==> config.mk <==
export PLATFORM = sky130hd
export DESIGN_NAME = two_axis_homing_sequencer
export DESIGN_NICKNAME = d
export VERILOG_FILES = /design/src/hdl/hts_pkg.sv /design/src/hdl/hts_cfg.sv /design/src/hdl/hts_step.sv /design/src/hdl/two_axis_homing_sequencer.sv
export SDC_FILE = /design/constraint.sdc
export NUM_CORES = 1
export LEC_CHECK = 0
export BUFFER_PORTS_ARGS = -buffer_cell sky130_fd_sc_hd__buf_2
export CORE_UTILIZATION = 45
export DETAILED_ROUTE_END_ITERATION = 10
export GPL_ROUTABILITY_DRIVEN = 0
export GPL_TIMING_DRIVEN = 0
export PLACE_DENSITY = 0.75
export REMOVE_ABC_BUFFERS = 1
export SYNTH_ARGS = -nofsm -noshare
export SYNTH_HDL_FRONTEND = slang
export SYNTH_SLANG_ARGS = --single-unit
export TNS_END_PERCENT = 1
==> constraint.sdc <==
create_clock -name clk -period 15.8 [get_ports clk]
set_clock_uncertainty 0.2 [all_clocks]
set_input_delay 0.79 -clock clk [delete_from_list [all_inputs] [get_ports clk]]
set_output_delay 0.79 -clock clk [all_outputs]
set_load 0.005 [all_outputs]
==> src/hdl/hts_pkg.sv <==
// Shared types, codes and helper function of the two-axis homing sequencer.
package hts_pkg;

    localparam int SEARCH_W  = 24;
    localparam int OFFSET_W  = 23;
    localparam int TIMEOUT_W = 32;
    localparam int NOW_W     = 32;
    localparam int MOVE_W    = 25;
    localparam int CFG_IDX_W = 2;
    localparam int CFG_W     = 32;

    localparam logic [SEARCH_W-1:0]  SEARCH_RESET  = 24'd100000;
    localparam logic [OFFSET_W-1:0]  OFFSET_RESET  = 23'd1000;
    localparam logic [TIMEOUT_W-1:0] TIMEOUT_RESET = 32'd60000;

    localparam logic [CFG_IDX_W-1:0] REG_SEARCH  = 2'd0;
    localparam logic [CFG_IDX_W-1:0] REG_OFFSET  = 2'd1;
    localparam logic [CFG_IDX_W-1:0] REG_TIMEOUT = 2'd2;

    localparam logic [1:0] OP_UPDATE = 2'd0;
    localparam logic [1:0] OP_START  = 2'd1;
    localparam logic [1:0] OP_STOP   = 2'd2;

    localparam logic [2:0] CMD_NONE     = 3'd0;
    localparam logic [2:0] CMD_MOVE     = 3'd1;
    localparam logic [2:0] CMD_STOP_ALL = 3'd2;
    localparam logic [2:0] CMD_STOP_AZ  = 3'd3;
    localparam logic [2:0] CMD_STOP_ALT = 3'd4;

    localparam logic [1:0] SPEED_KEEP = 2'd0;
    localparam logic [1:0] SPEED_FAST = 2'd1;
    localparam logic [1:0] SPEED_SLOW = 2'd2;
    localparam logic [1:0] SPEED_MAX  = 2'd3;

    localparam logic [1:0] ACCEL_KEEP    = 2'd0;
    localparam logic [1:0] ACCEL_HOMING  = 2'd1;
    localparam logic [1:0] ACCEL_DEFAULT = 2'd2;

    localparam logic [1:0] ZERO_NONE = 2'd0;
    localparam logic [1:0] ZERO_AZ   = 2'd1;
    localparam logic [1:0] ZERO_ALT  = 2'd2;

    localparam logic [1:0] MODE_KEEP   = 2'd0;
    localparam logic [1:0] MODE_IDLE   = 2'd1;
    localparam logic [1:0] MODE_HOMING = 2'd2;
    localparam logic [1:0] MODE_ERROR  = 2'd3;

    typedef enum logic [11:0] {
        PH_IDLE     = 12'b0000_0000_0001,
        PH_AZ_FAST  = 12'b0000_0000_0010,
        PH_AZ_BACK  = 12'b0000_0000_0100,
        PH_AZ_SLOW  = 12'b0000_0000_1000,
        PH_AZ_ZERO  = 12'b0000_0001_0000,
        PH_ALT_FAST = 12'b0000_0010_0000,
        PH_ALT_BACK = 12'b0000_0100_0000,
        PH_ALT_SLOW = 12'b0000_1000_0000,
        PH_ALT_ZERO = 12'b0001_0000_0000,
        PH_OFFSET   = 12'b0010_0000_0000,
        PH_DONE     = 12'b0100_0000_0000,
        PH_ERROR    = 12'b1000_0000_0000
    } hts_phase_t;

    typedef struct packed {
        logic [SEARCH_W-1:0]  search_distance;
        logic [OFFSET_W-1:0]  offset_steps;
        logic [TIMEOUT_W-1:0] timeout_ms;
    } hts_cfg_t;

    typedef struct packed {
        logic [1:0]       op;
        logic [NOW_W-1:0] now_ms;
        logic             az_switch;
        logic             alt_switch;
        logic             motion_busy;
        logic             estop;
    } hts_item_t;

    typedef struct packed {
        hts_phase_t phase;
        logic       active;
        logic       done;
        logic       limits;
    } hts_state_t;

    typedef struct packed {
        logic [2:0]        command;
        logic [MOVE_W-1:0] move_az;
        logic [MOVE_W-1:0] move_alt;
        logic [1:0]        speed_select;
        logic [1:0]        accel_select;
        logic              drivers_enable;
        logic              limits_enabled;
        logic [1:0]        zero_axis;
        logic [1:0]        motion_mode;
        logic              homing_active;
        logic              homed_flag;
        logic [3:0]        phase;
    } hts_result_t;

    // Numeric phase code as reported on the result.
    function automatic logic [3:0] phase_code(hts_phase_t ph);
        logic [3:0] code;
        unique case (ph)
            PH_IDLE:     code = 4'd0;
            PH_AZ_FAST:  code = 4'd1;
            PH_AZ_BACK:  code = 4'd2;
            PH_AZ_SLOW:  code = 4'd3;
            PH_AZ_ZERO:  code = 4'd4;
            PH_ALT_FAST: code = 4'd5;
            PH_ALT_BACK: code = 4'd6;
            PH_ALT_SLOW: code = 4'd7;
            PH_ALT_ZERO: code = 4'd8;
            PH_OFFSET:   code = 4'd9;
            PH_DONE:     code = 4'd10;
            PH_ERROR:    code = 4'd11;
            default:     code = 4'd0;
        endcase
        return code;
    endfunction

endpackage

==> src/hdl/hts_cfg.sv <==
// Configuration register file of the homing sequencer.
module hts_cfg
    import hts_pkg::*;
(
    input  logic                 clk,
    input  logic                 rst_n,
    input  logic                 cfg_we,
    input  logic [CFG_IDX_W-1:0] cfg_index,
    input  logic [CFG_W-1:0]     cfg_data,
    output hts_cfg_t             cfg
);

    hts_cfg_t cfg_reg;

    always_ff @(posedge clk or negedge rst_n)
    begin
        if (!rst_n)
        begin
            cfg_reg.search_distance <= SEARCH_RESET;
            cfg_reg.offset_steps    <= OFFSET_RESET;
            cfg_reg.timeout_ms      <= TIMEOUT_RESET;
        end
        else if (cfg_we)
        begin
            unique case (cfg_index)
                REG_SEARCH:  cfg_reg.search_distance <= cfg_data[SEARCH_W-1:0];
                REG_OFFSET:  cfg_reg.offset_steps    <= cfg_data[OFFSET_W-1:0];
                REG_TIMEOUT: cfg_reg.timeout_ms      <= cfg_data[TIMEOUT_W-1:0];
                default:     ;
            endcase
        end
    end

    assign cfg = cfg_reg;

endmodule

==> src/hdl/hts_step.sv <==
// Next-state and result logic for one request of the homing sequencer.
module hts_step
    import hts_pkg::*;
#(
    parameter int TIME_BITS = 32
)
(
    input  hts_item_t            item,
    input  hts_state_t           state,
    input  logic [TIME_BITS-1:0] start_time,
    input  hts_cfg_t             cfg,
    output hts_state_t           state_next,
    output logic                 start_load,
    output logic [TIME_BITS-1:0] start_value,
    output hts_result_t          result
);

    // Compare width covers both the elapsed time and the timeout register.
    localparam int CMP_W = (TIME_BITS > TIMEOUT_W) ? TIME_BITS : TIMEOUT_W;

    logic [TIME_BITS-1:0] now_t;
    logic [TIME_BITS-1:0] elapsed;
    logic                 timed_out;
    logic [MOVE_W-1:0]    neg_search;
    logic [MOVE_W-1:0]    neg_slow;
    logic [MOVE_W-1:0]    offset_ext;
    hts_state_t           ns;
    logic [2:0]           cmd;
    logic [MOVE_W-1:0]    maz;
    logic [MOVE_W-1:0]    malt;
    logic [1:0]           speed;
    logic [1:0]           accel;
    logic                 drv;
    logic [1:0]           zero;
    logic [1:0]           mode;
    logic                 go_error;
    logic [2:0]           error_cmd;

    always_comb
    begin
        if (TIME_BITS >= NOW_W)
            now_t = TIME_BITS'(item.now_ms);
        else
            now_t = item.now_ms[TIME_BITS-1:0];
    end

    assign elapsed    = now_t - start_time;
    assign timed_out  = CMP_W'(elapsed) > CMP_W'(cfg.timeout_ms);
    assign neg_search = MOVE_W'(0) - MOVE_W'(cfg.search_distance);
    assign neg_slow   = MOVE_W'(0) - MOVE_W'({cfg.offset_steps, 1'b0});
    assign offset_ext = MOVE_W'(cfg.offset_steps);

    always_comb
    begin
        ns        = state;
        cmd       = CMD_NONE;
        maz       = '0;
        malt      = '0;
        speed     = SPEED_KEEP;
        accel     = ACCEL_KEEP;
        drv       = 1'b0;
        zero      = ZERO_NONE;
        mode      = MODE_KEEP;
        go_error  = 1'b0;
        error_cmd = CMD_NONE;
        start_load = 1'b0;

        case (item.op)
            OP_START:
            begin
                if (!state.active)
                begin
                    drv        = 1'b1;
                    ns.limits  = 1'b0;
                    speed      = SPEED_FAST;
                    accel      = ACCEL_HOMING;
                    ns.active  = 1'b1;
                    ns.done    = 1'b0;
                    start_load = 1'b1;
                    cmd        = CMD_MOVE;
                    maz        = neg_search;
                    mode       = MODE_HOMING;
                    ns.phase   = PH_AZ_FAST;
                end
            end
            OP_STOP:
            begin
                if (state.active)
                begin
                    cmd       = CMD_STOP_ALL;
                    ns.limits = 1'b1;
                    ns.active = 1'b0;
                    ns.done   = 1'b0;
                    ns.phase  = PH_IDLE;
                    speed     = SPEED_MAX;
                    accel     = ACCEL_DEFAULT;
                    mode      = MODE_IDLE;
                end
            end
            OP_UPDATE:
            begin
                if (state.active)
                begin
                    if (item.estop)
                    begin
                        go_error  = 1'b1;
                        error_cmd = CMD_NONE;
                    end
                    else if (timed_out)
                    begin
                        go_error  = 1'b1;
                        error_cmd = CMD_STOP_ALL;
                    end
                    else
                    begin
                        unique case (state.phase)
                            PH_AZ_FAST:
                            begin
                                if (item.az_switch)
                                begin
                                    cmd      = CMD_STOP_AZ;
                                    ns.phase = PH_AZ_BACK;
                                end
                            end
                            PH_ALT_FAST:
                            begin
                                if (item.alt_switch)
                                begin
                                    cmd      = CMD_STOP_ALT;
                                    ns.phase = PH_ALT_BACK;
                                end
                            end
                            PH_AZ_BACK:
                            begin
                                if (!item.motion_busy)
                                begin
                                    speed    = SPEED_FAST;
                                    cmd      = CMD_MOVE;
                                    maz      = offset_ext;
                                    mode     = MODE_HOMING;
                                    ns.phase = PH_AZ_SLOW;
                                end
                            end
                            PH_ALT_BACK:
                            begin
                                if (!item.motion_busy)
                                begin
                                    speed    = SPEED_FAST;
                                    cmd      = CMD_MOVE;
                                    malt     = offset_ext;
                                    mode     = MODE_HOMING;
                                    ns.phase = PH_ALT_SLOW;
                                end
                            end
                            PH_AZ_SLOW:
                            begin
                                if (!item.motion_busy)
                                begin
                                    speed    = SPEED_SLOW;
                                    cmd      = CMD_MOVE;
                                    maz      = neg_slow;
                                    mode     = MODE_HOMING;
                                    ns.phase = PH_AZ_ZERO;
                                end
                            end
                            PH_ALT_SLOW:
                            begin
                                if (!item.motion_busy)
                                begin
                                    speed    = SPEED_SLOW;
                                    cmd      = CMD_MOVE;
                                    malt     = neg_slow;
                                    mode     = MODE_HOMING;
                                    ns.phase = PH_ALT_ZERO;
                                end
                            end
                            PH_AZ_ZERO:
                            begin
                                if (item.az_switch)
                                begin
                                    if (item.motion_busy)
                                        cmd = CMD_STOP_AZ;
                                    else
                                    begin
                                        zero     = ZERO_AZ;
                                        speed    = SPEED_FAST;
                                        cmd      = CMD_MOVE;
                                        malt     = neg_search;
                                        mode     = MODE_HOMING;
                                        ns.phase = PH_ALT_FAST;
                                    end
                                end
                                else if (!item.motion_busy)
                                begin
                                    go_error  = 1'b1;
                                    error_cmd = CMD_STOP_ALL;
                                end
                            end
                            PH_ALT_ZERO:
                            begin
                                if (item.alt_switch)
                                begin
                                    if (item.motion_busy)
                                        cmd = CMD_STOP_ALT;
                                    else
                                    begin
                                        zero     = ZERO_ALT;
                                        speed    = SPEED_FAST;
                                        cmd      = CMD_MOVE;
                                        maz      = offset_ext;
                                        malt     = offset_ext;
                                        mode     = MODE_HOMING;
                                        ns.phase = PH_OFFSET;
                                    end
                                end
                                else if (!item.motion_busy)
                                begin
                                    go_error  = 1'b1;
                                    error_cmd = CMD_STOP_ALL;
                                end
                            end
                            PH_OFFSET:
                            begin
                                if (!item.motion_busy)
                                begin
                                    speed     = SPEED_MAX;
                                    accel     = ACCEL_DEFAULT;
                                    ns.limits = 1'b1;
                                    ns.phase  = PH_DONE;
                                end
                            end
                            PH_DONE:
                            begin
                                ns.done   = 1'b1;
                                ns.active = 1'b0;
                                mode      = MODE_IDLE;
                            end
                            default:
                            begin
                            end
                        endcase
                    end
                end
            end
            default:
            begin
            end
        endcase

        // Abort path shared by e-stop, timeout and a failed slow approach.
        if (go_error)
        begin
            cmd       = error_cmd;
            maz       = '0;
            malt      = '0;
            ns.limits = 1'b1;
            speed     = SPEED_MAX;
            accel     = ACCEL_DEFAULT;
            ns.active = 1'b0;
            ns.done   = 1'b0;
            ns.phase  = PH_ERROR;
            mode      = MODE_ERROR;
        end
    end

    assign state_next  = ns;
    assign start_value = now_t;

    assign result.command        = cmd;
    assign result.move_az        = maz;
    assign result.move_alt       = malt;
    assign result.speed_select   = speed;
    assign result.accel_select   = accel;
    assign result.drivers_enable = drv;
    assign result.limits_enabled = ns.limits;
    assign result.zero_axis      = zero;
    assign result.motion_mode    = mode;
    assign result.homing_active  = ns.active;
    assign result.homed_flag     = ns.done;
    assign result.phase          = phase_code(ns.phase);

endmodule

==> src/hdl/two_axis_homing_sequencer.sv <==
// Top level of the two-axis homing sequencer: request register, state and result register.
// A request moves from the request register to the result register. Throughput: one request
// per cycle unless the output stalls, set by the single next-state pass between the request
// and result registers; one more request may enter while a result waits on a stalled output.
// Reset (rst_n, asynchronous, active low) empties both registers, returns the phase to idle,
// clears the active and homed flags, re-enables the limits and reloads the configuration.
module two_axis_homing_sequencer
    import hts_pkg::*;
#(
    parameter int TIME_BITS = 32
)
(
    input  logic                 clk,
    input  logic                 rst_n,

    input  logic                 cfg_we,
    input  logic [CFG_IDX_W-1:0] cfg_index,
    input  logic [CFG_W-1:0]     cfg_data,

    input  logic                 in_valid,
    output logic                 in_stall,
    input  logic [1:0]           op,
    input  logic [NOW_W-1:0]     now_ms,
    input  logic                 az_switch,
    input  logic                 alt_switch,
    input  logic                 motion_busy,
    input  logic                 estop,

    output logic                 out_valid,
    input  logic                 out_stall,
    output logic [2:0]           command,
    output logic [MOVE_W-1:0]    move_az,
    output logic [MOVE_W-1:0]    move_alt,
    output logic [1:0]           speed_select,
    output logic [1:0]           accel_select,
    output logic                 drivers_enable,
    output logic                 limits_enabled,
    output logic [1:0]           zero_axis,
    output logic [1:0]           motion_mode,
    output logic                 homing_active,
    output logic                 homed_flag,
    output logic [3:0]           phase
);

    hts_cfg_t             cfg;
    hts_item_t            item_reg;
    logic                 item_valid_reg;
    hts_state_t           state_reg;
    hts_state_t           state_next;
    logic [TIME_BITS-1:0] start_time_reg;
    logic                 start_load;
    logic [TIME_BITS-1:0] start_value;
    hts_result_t          result_next;
    hts_result_t          result_reg;
    logic                 out_valid_reg;
    logic                 advance;
    logic                 in_take;

    // The request register moves into the result register whenever the result
    // register is empty or its content is being taken this cycle.
    assign advance  = item_valid_reg && (!out_valid_reg || !out_stall);
    assign in_stall = item_valid_reg && !advance;
    assign in_take  = in_valid && !in_stall;

    hts_cfg u_cfg
    (
        .clk       (clk),
        .rst_n     (rst_n),
        .cfg_we    (cfg_we),
        .cfg_index (cfg_index),
        .cfg_data  (cfg_data),
        .cfg       (cfg)
    );

    hts_step #(
        .TIME_BITS (TIME_BITS)
    ) u_step
    (
        .item        (item_reg),
        .state       (state_reg),
        .start_time  (start_time_reg),
        .cfg         (cfg),
        .state_next  (state_next),
        .start_load  (start_load),
        .start_value (start_value),
        .result      (result_next)
    );

    // Request register.
    always_ff @(posedge clk or negedge rst_n)
    begin
        if (!rst_n)
            item_valid_reg <= 1'b0;
        else if (in_take)
            item_valid_reg <= 1'b1;
        else if (advance)
            item_valid_reg <= 1'b0;
    end

    always_ff @(posedge clk)
    begin
        if (in_take)
        begin
            item_reg.op          <= op;
            item_reg.now_ms      <= now_ms;
            item_reg.az_switch   <= az_switch;
            item_reg.alt_switch  <= alt_switch;
            item_reg.motion_busy <= motion_busy;
            item_reg.estop       <= estop;
        end
    end

    // Sequencer state is committed exactly when a request moves to the output.
    always_ff @(posedge clk or negedge rst_n)
    begin
        if (!rst_n)
        begin
            state_reg.phase  <= PH_IDLE;
            state_reg.active <= 1'b0;
            state_reg.done   <= 1'b0;
            state_reg.limits <= 1'b1;
            start_time_reg   <= '0;
        end
        else if (advance)
        begin
            state_reg <= state_next;
            if (start_load)
                start_time_reg <= start_value;
        end
    end

    // Result register.
    always_ff @(posedge clk or negedge rst_n)
    begin
        if (!rst_n)
            out_valid_reg <= 1'b0;
        else if (advance)
            out_valid_reg <= 1'b1;
        else if (!out_stall)
            out_valid_reg <= 1'b0;
    end

    always_ff @(posedge clk)
    begin
        if (advance)
            result_reg <= result_next;
    end

    assign out_valid      = out_valid_reg;
    assign command        = result_reg.command;
    assign move_az        = result_reg.move_az;
    assign move_alt       = result_reg.move_alt;
    assign speed_select   = result_reg.speed_select;
    assign accel_select   = result_reg.accel_select;
    assign drivers_enable = result_reg.drivers_enable;
    assign limits_enabled = result_reg.limits_enabled;
    assign zero_axis      = result_reg.zero_axis;
    assign motion_mode    = result_reg.motion_mode;
    assign homing_active  = result_reg.homing_active;
    assign homed_flag     = result_reg.homed_flag;
    assign phase          = result_reg.phase;

endmodule
==> key figures <==
Synth
  • Top FF cell, synth: edfxtp_1
  • Async S/R FF share, synth: 0.545
  • Number of synthesized flops with an enable pin: 107
  • Synth warnings: 0
  • Mean Syn Cell Area: 10.5 um^2
  • Most frequent cell after synthesis: mux2_2
  • Post-synth top area share: 0.234
  • Seq/Total Area, Yosys: 0.468
  • Largest cells by area after synthesis: edfxtp_1, dfrtp_1, mux2_2
  • Post-synth top area cell: edfxtp_1
  • Cell variety after synth: 86
  • Syn Std Cell Area: 13,800 um^2
  • Number of synthesized register bits: between 200 and 250
  • Cells after Synth: about 1,300
  • Synth top cells by count: mux2_2, dfrtp_1, edfxtp_1

Finish
  • Layout fillers: 2,580
  • Layout cells sized above 1: 0.245
  • Post-route cell area: 15,800 um^2
  • Layout net count: 1,574
  • Area used by multi-input combinational logic: 6740 um^2
  • Synthesis-to-finish area growth: 14.8%
  • Sequential cell area: ~6400 um^2
  • Max reg flops: 79

Pwr
  • P per Cell Area: 142 nW/um^2
  • Clock group share of total power: 0.272
  • Comb power frac: 0.354
  • Peak supply drop: 0.0851 mV
  • Switching share of power: 0.343
  • Internal power: 1.47 mW
  • Leakage Power: 6.64 nW
  • Flop pwr share: 0.374
  • Net Switching: 0.769 mW

Critical path
  • Required @ worst endpoint: 15.94 ns
  • WS Path Type: reg -> reg
  • Reg2reg start: item_reg[4]$_DFFE_PP_
  • Crit path from: item_reg[4]$_DFFE_PP_
  • Worst reg2reg path depth: 25
  • Endpoint type of the worst setup path: register
  • Most used cell, CP: a21oi_1
  • CP Launch Type: register
  • Arr. time, crit path: between 8 and 9 ns
  • CP max stage delay: 0.87 ns
  • Register-to-register setup slack: 7.75 ns
  • CP Max Fanout: 25
  • Slowest-stage cell, CP: nand3b_1

Clock network
  • CTS tree: yes
  • Clock-pin transition on the worst setup and hold timing paths: 0.06 ns
  • Worst-case clock buffer depth: 3
  • Clk sink count: 235
  • H-Tree Depth: 1
  • Postcts setup bufs: 0
  • Root buf cell: clkbuf_16
  • CTS buffer count: 25
  • Worst skew pair latency: 0.55 ns

Timing
  • Final hold violation count: 0
  • Worst slew margin: 0.179
  • Min Hold Slack: 0.211 ns
  • Peak Freq: 124 MHz
  • Final Cycle Share: 0.510
  • Slew Limit Fails: 0
  • Final setup fails: 0
  • Worst-margin pin slew: 1.23 ns
  • Final setup TNS: 0 ns
  • RSZ-0062 raised after global routing: false
  • Min Clock Period, post-route: 8.05 ns

Hold path
  • Hold path startpoint: now_ms[22]
  • Hold Path Depth: 1
  • Worst hold path type: in -> reg

GRT
  • Grt total ovfl: 0
  • Vias in the first global route: 10,320
  • Largest net degree at the start of global routing: 100
  • First-pass GRT wire length: 53.1 mm
  • Global Route Usage Sum: 0.211
  • Initial antenna violation count: 7

Outcome
  • Status: finished clean

Floorplanning
  • Die height: 177 um
  • Die W: 177 um
  • # IOs: 148
  • Core Rows: 63
  • Core footprint: 29,900 um^2
  • Area of the die: 31,300 um^2
  • Initial Util: 0.460

Drt
  • DR pass1 iterations: 7
  • Total wire length: roughly 33 mm
  • WL/cell: between 15 and 20 um
  • Remaining DRCs: 0
  • Antenna Nets Post-Route: 0
  • Vias post-DR: approximately 11,000
  • Iter 0 DRT Violations: ~1,000
  • Vias per cell: 5.73

Placement
  • Post-DP Area: 14,900 um^2
  • Number of port buffers: 147
  • HPWL Detailed: about 24 mm

Job
  • MaxCap Viol Count: 0
[layer usage]
layer  track usage  routed length (um)  vias to the layer above
li1              -                   -                     5033
met1         0.289               14300                     4999
met2         0.336               15000                      476
met3        0.0324                2450                       74
met4        0.0787                 964                        0
met5             0                   0                        -
[cells in the final DEF (no fill, tap or decap), drive strengths merged, types with 11 or more instances in the layout]
cell type and count:
a222oi 11, clkbuf 38, a21oi 65, buf 154
dfrtp 107, nand2b 16, nand2 105, nor2 96
dfstp 21, nor2b 11, nand4 12, inv 95
o21ai 56, nand3 29, ha 65, xnor2 35
and3 19, mux2 111, o21a 16, nor4 18
nor3 29, xor2 40, and2 13, edfxtp 107
a22oi 26, o22ai 13
[area by class of cell]
cell class | instances | area share
Multi-Input combinational cell | 922 | 0.427
Antenna cell | 7 | 0.00111
Inverter | 92 | 0.0220
Tap cell | 390 | 0.0309
Sequential cell | 235 | 0.408
Timing Repair Buffer | 155 | 0.0557
Clock buffer | 38 | 0.0500
Clock inverter | 8 | 0.00539
[metrics by stage]
stage / worst slack (ns) / util / std cells / power (mW)
3_5_place_dp: 7.84 / 0.498 / 1793 / 1.63
4_1_cts: 7.81 / 0.528 / 1840 / 2.25
6_report: 7.75 / 0.528 / 1847 / 2.24
3_3_place_gp: 7.21 / 0.493 / 1786 / 1.58
2_1_floorplan: 9.09 / - / 1249 / 1.41
5_1_grt: 7.15 / 0.528 / 1847 / 2.39
[path summary, 6_finish.rpt]
kind / to
max reg2reg: move_alt[17]$_SDFFCE_PP0P_
min reg2reg: out_valid$_DFFE_PN0P_
min: item_reg[26]$_DFFE_PP_
max in group asynchronous: state_reg[0]$_DFFE_PN1P_
max: move_alt[17]$_SDFFCE_PP0P_
min in group asynchronous: start_time_reg[22]$_DFFE_PN0P_
[worst max-delay path, delay by kind of cell (launching register included)]
| family | cells | cell delay [ns] |
|---|---|---|
| buf+inv | 2 | 0.14 |
| simple gates | 7 | 2.26 |
| xor+xnor | 1 | 0.17 |
| flops | 1 | 0.40 |
| fa+ha+maj | 3 | 0.83 |
| compound gates | 12 | 3.84 |
[cells by family after synthesis]
group	count (synthesis)	synth area share
and+or+nand+nor	394	0.148
muxes	113	0.0923
DFF	235	0.468
adders and majority gates	66	0.0606
buffers and inverters	148	0.0428
xor gates and xnor gates	75	0.0478
AOI/OAI and AO/OA	274	0.140
[power by group through the flow]
| stage | logic [mW] | registers [mW] | clock network (mW) |
|---|---|---|---|
| after floorplan | 0.589 | 0.825 | 0 |
| after global placement | 0.740 | 0.842 | 0 |
| after detailed placement | 0.784 | 0.847 | 0 |
| after CTS | 0.789 | 0.836 | 0.624 |
| after global routing | 0.890 | 0.852 | 0.649 |
| final | 0.793 | 0.838 | 0.611 |
[repair_timing]
action	4_1_cts	5_1_grt
hold endpoints to repair	29	0
resized for setup	0	0
hold buffers	1	0
Power figures use the tool's default switching activity.
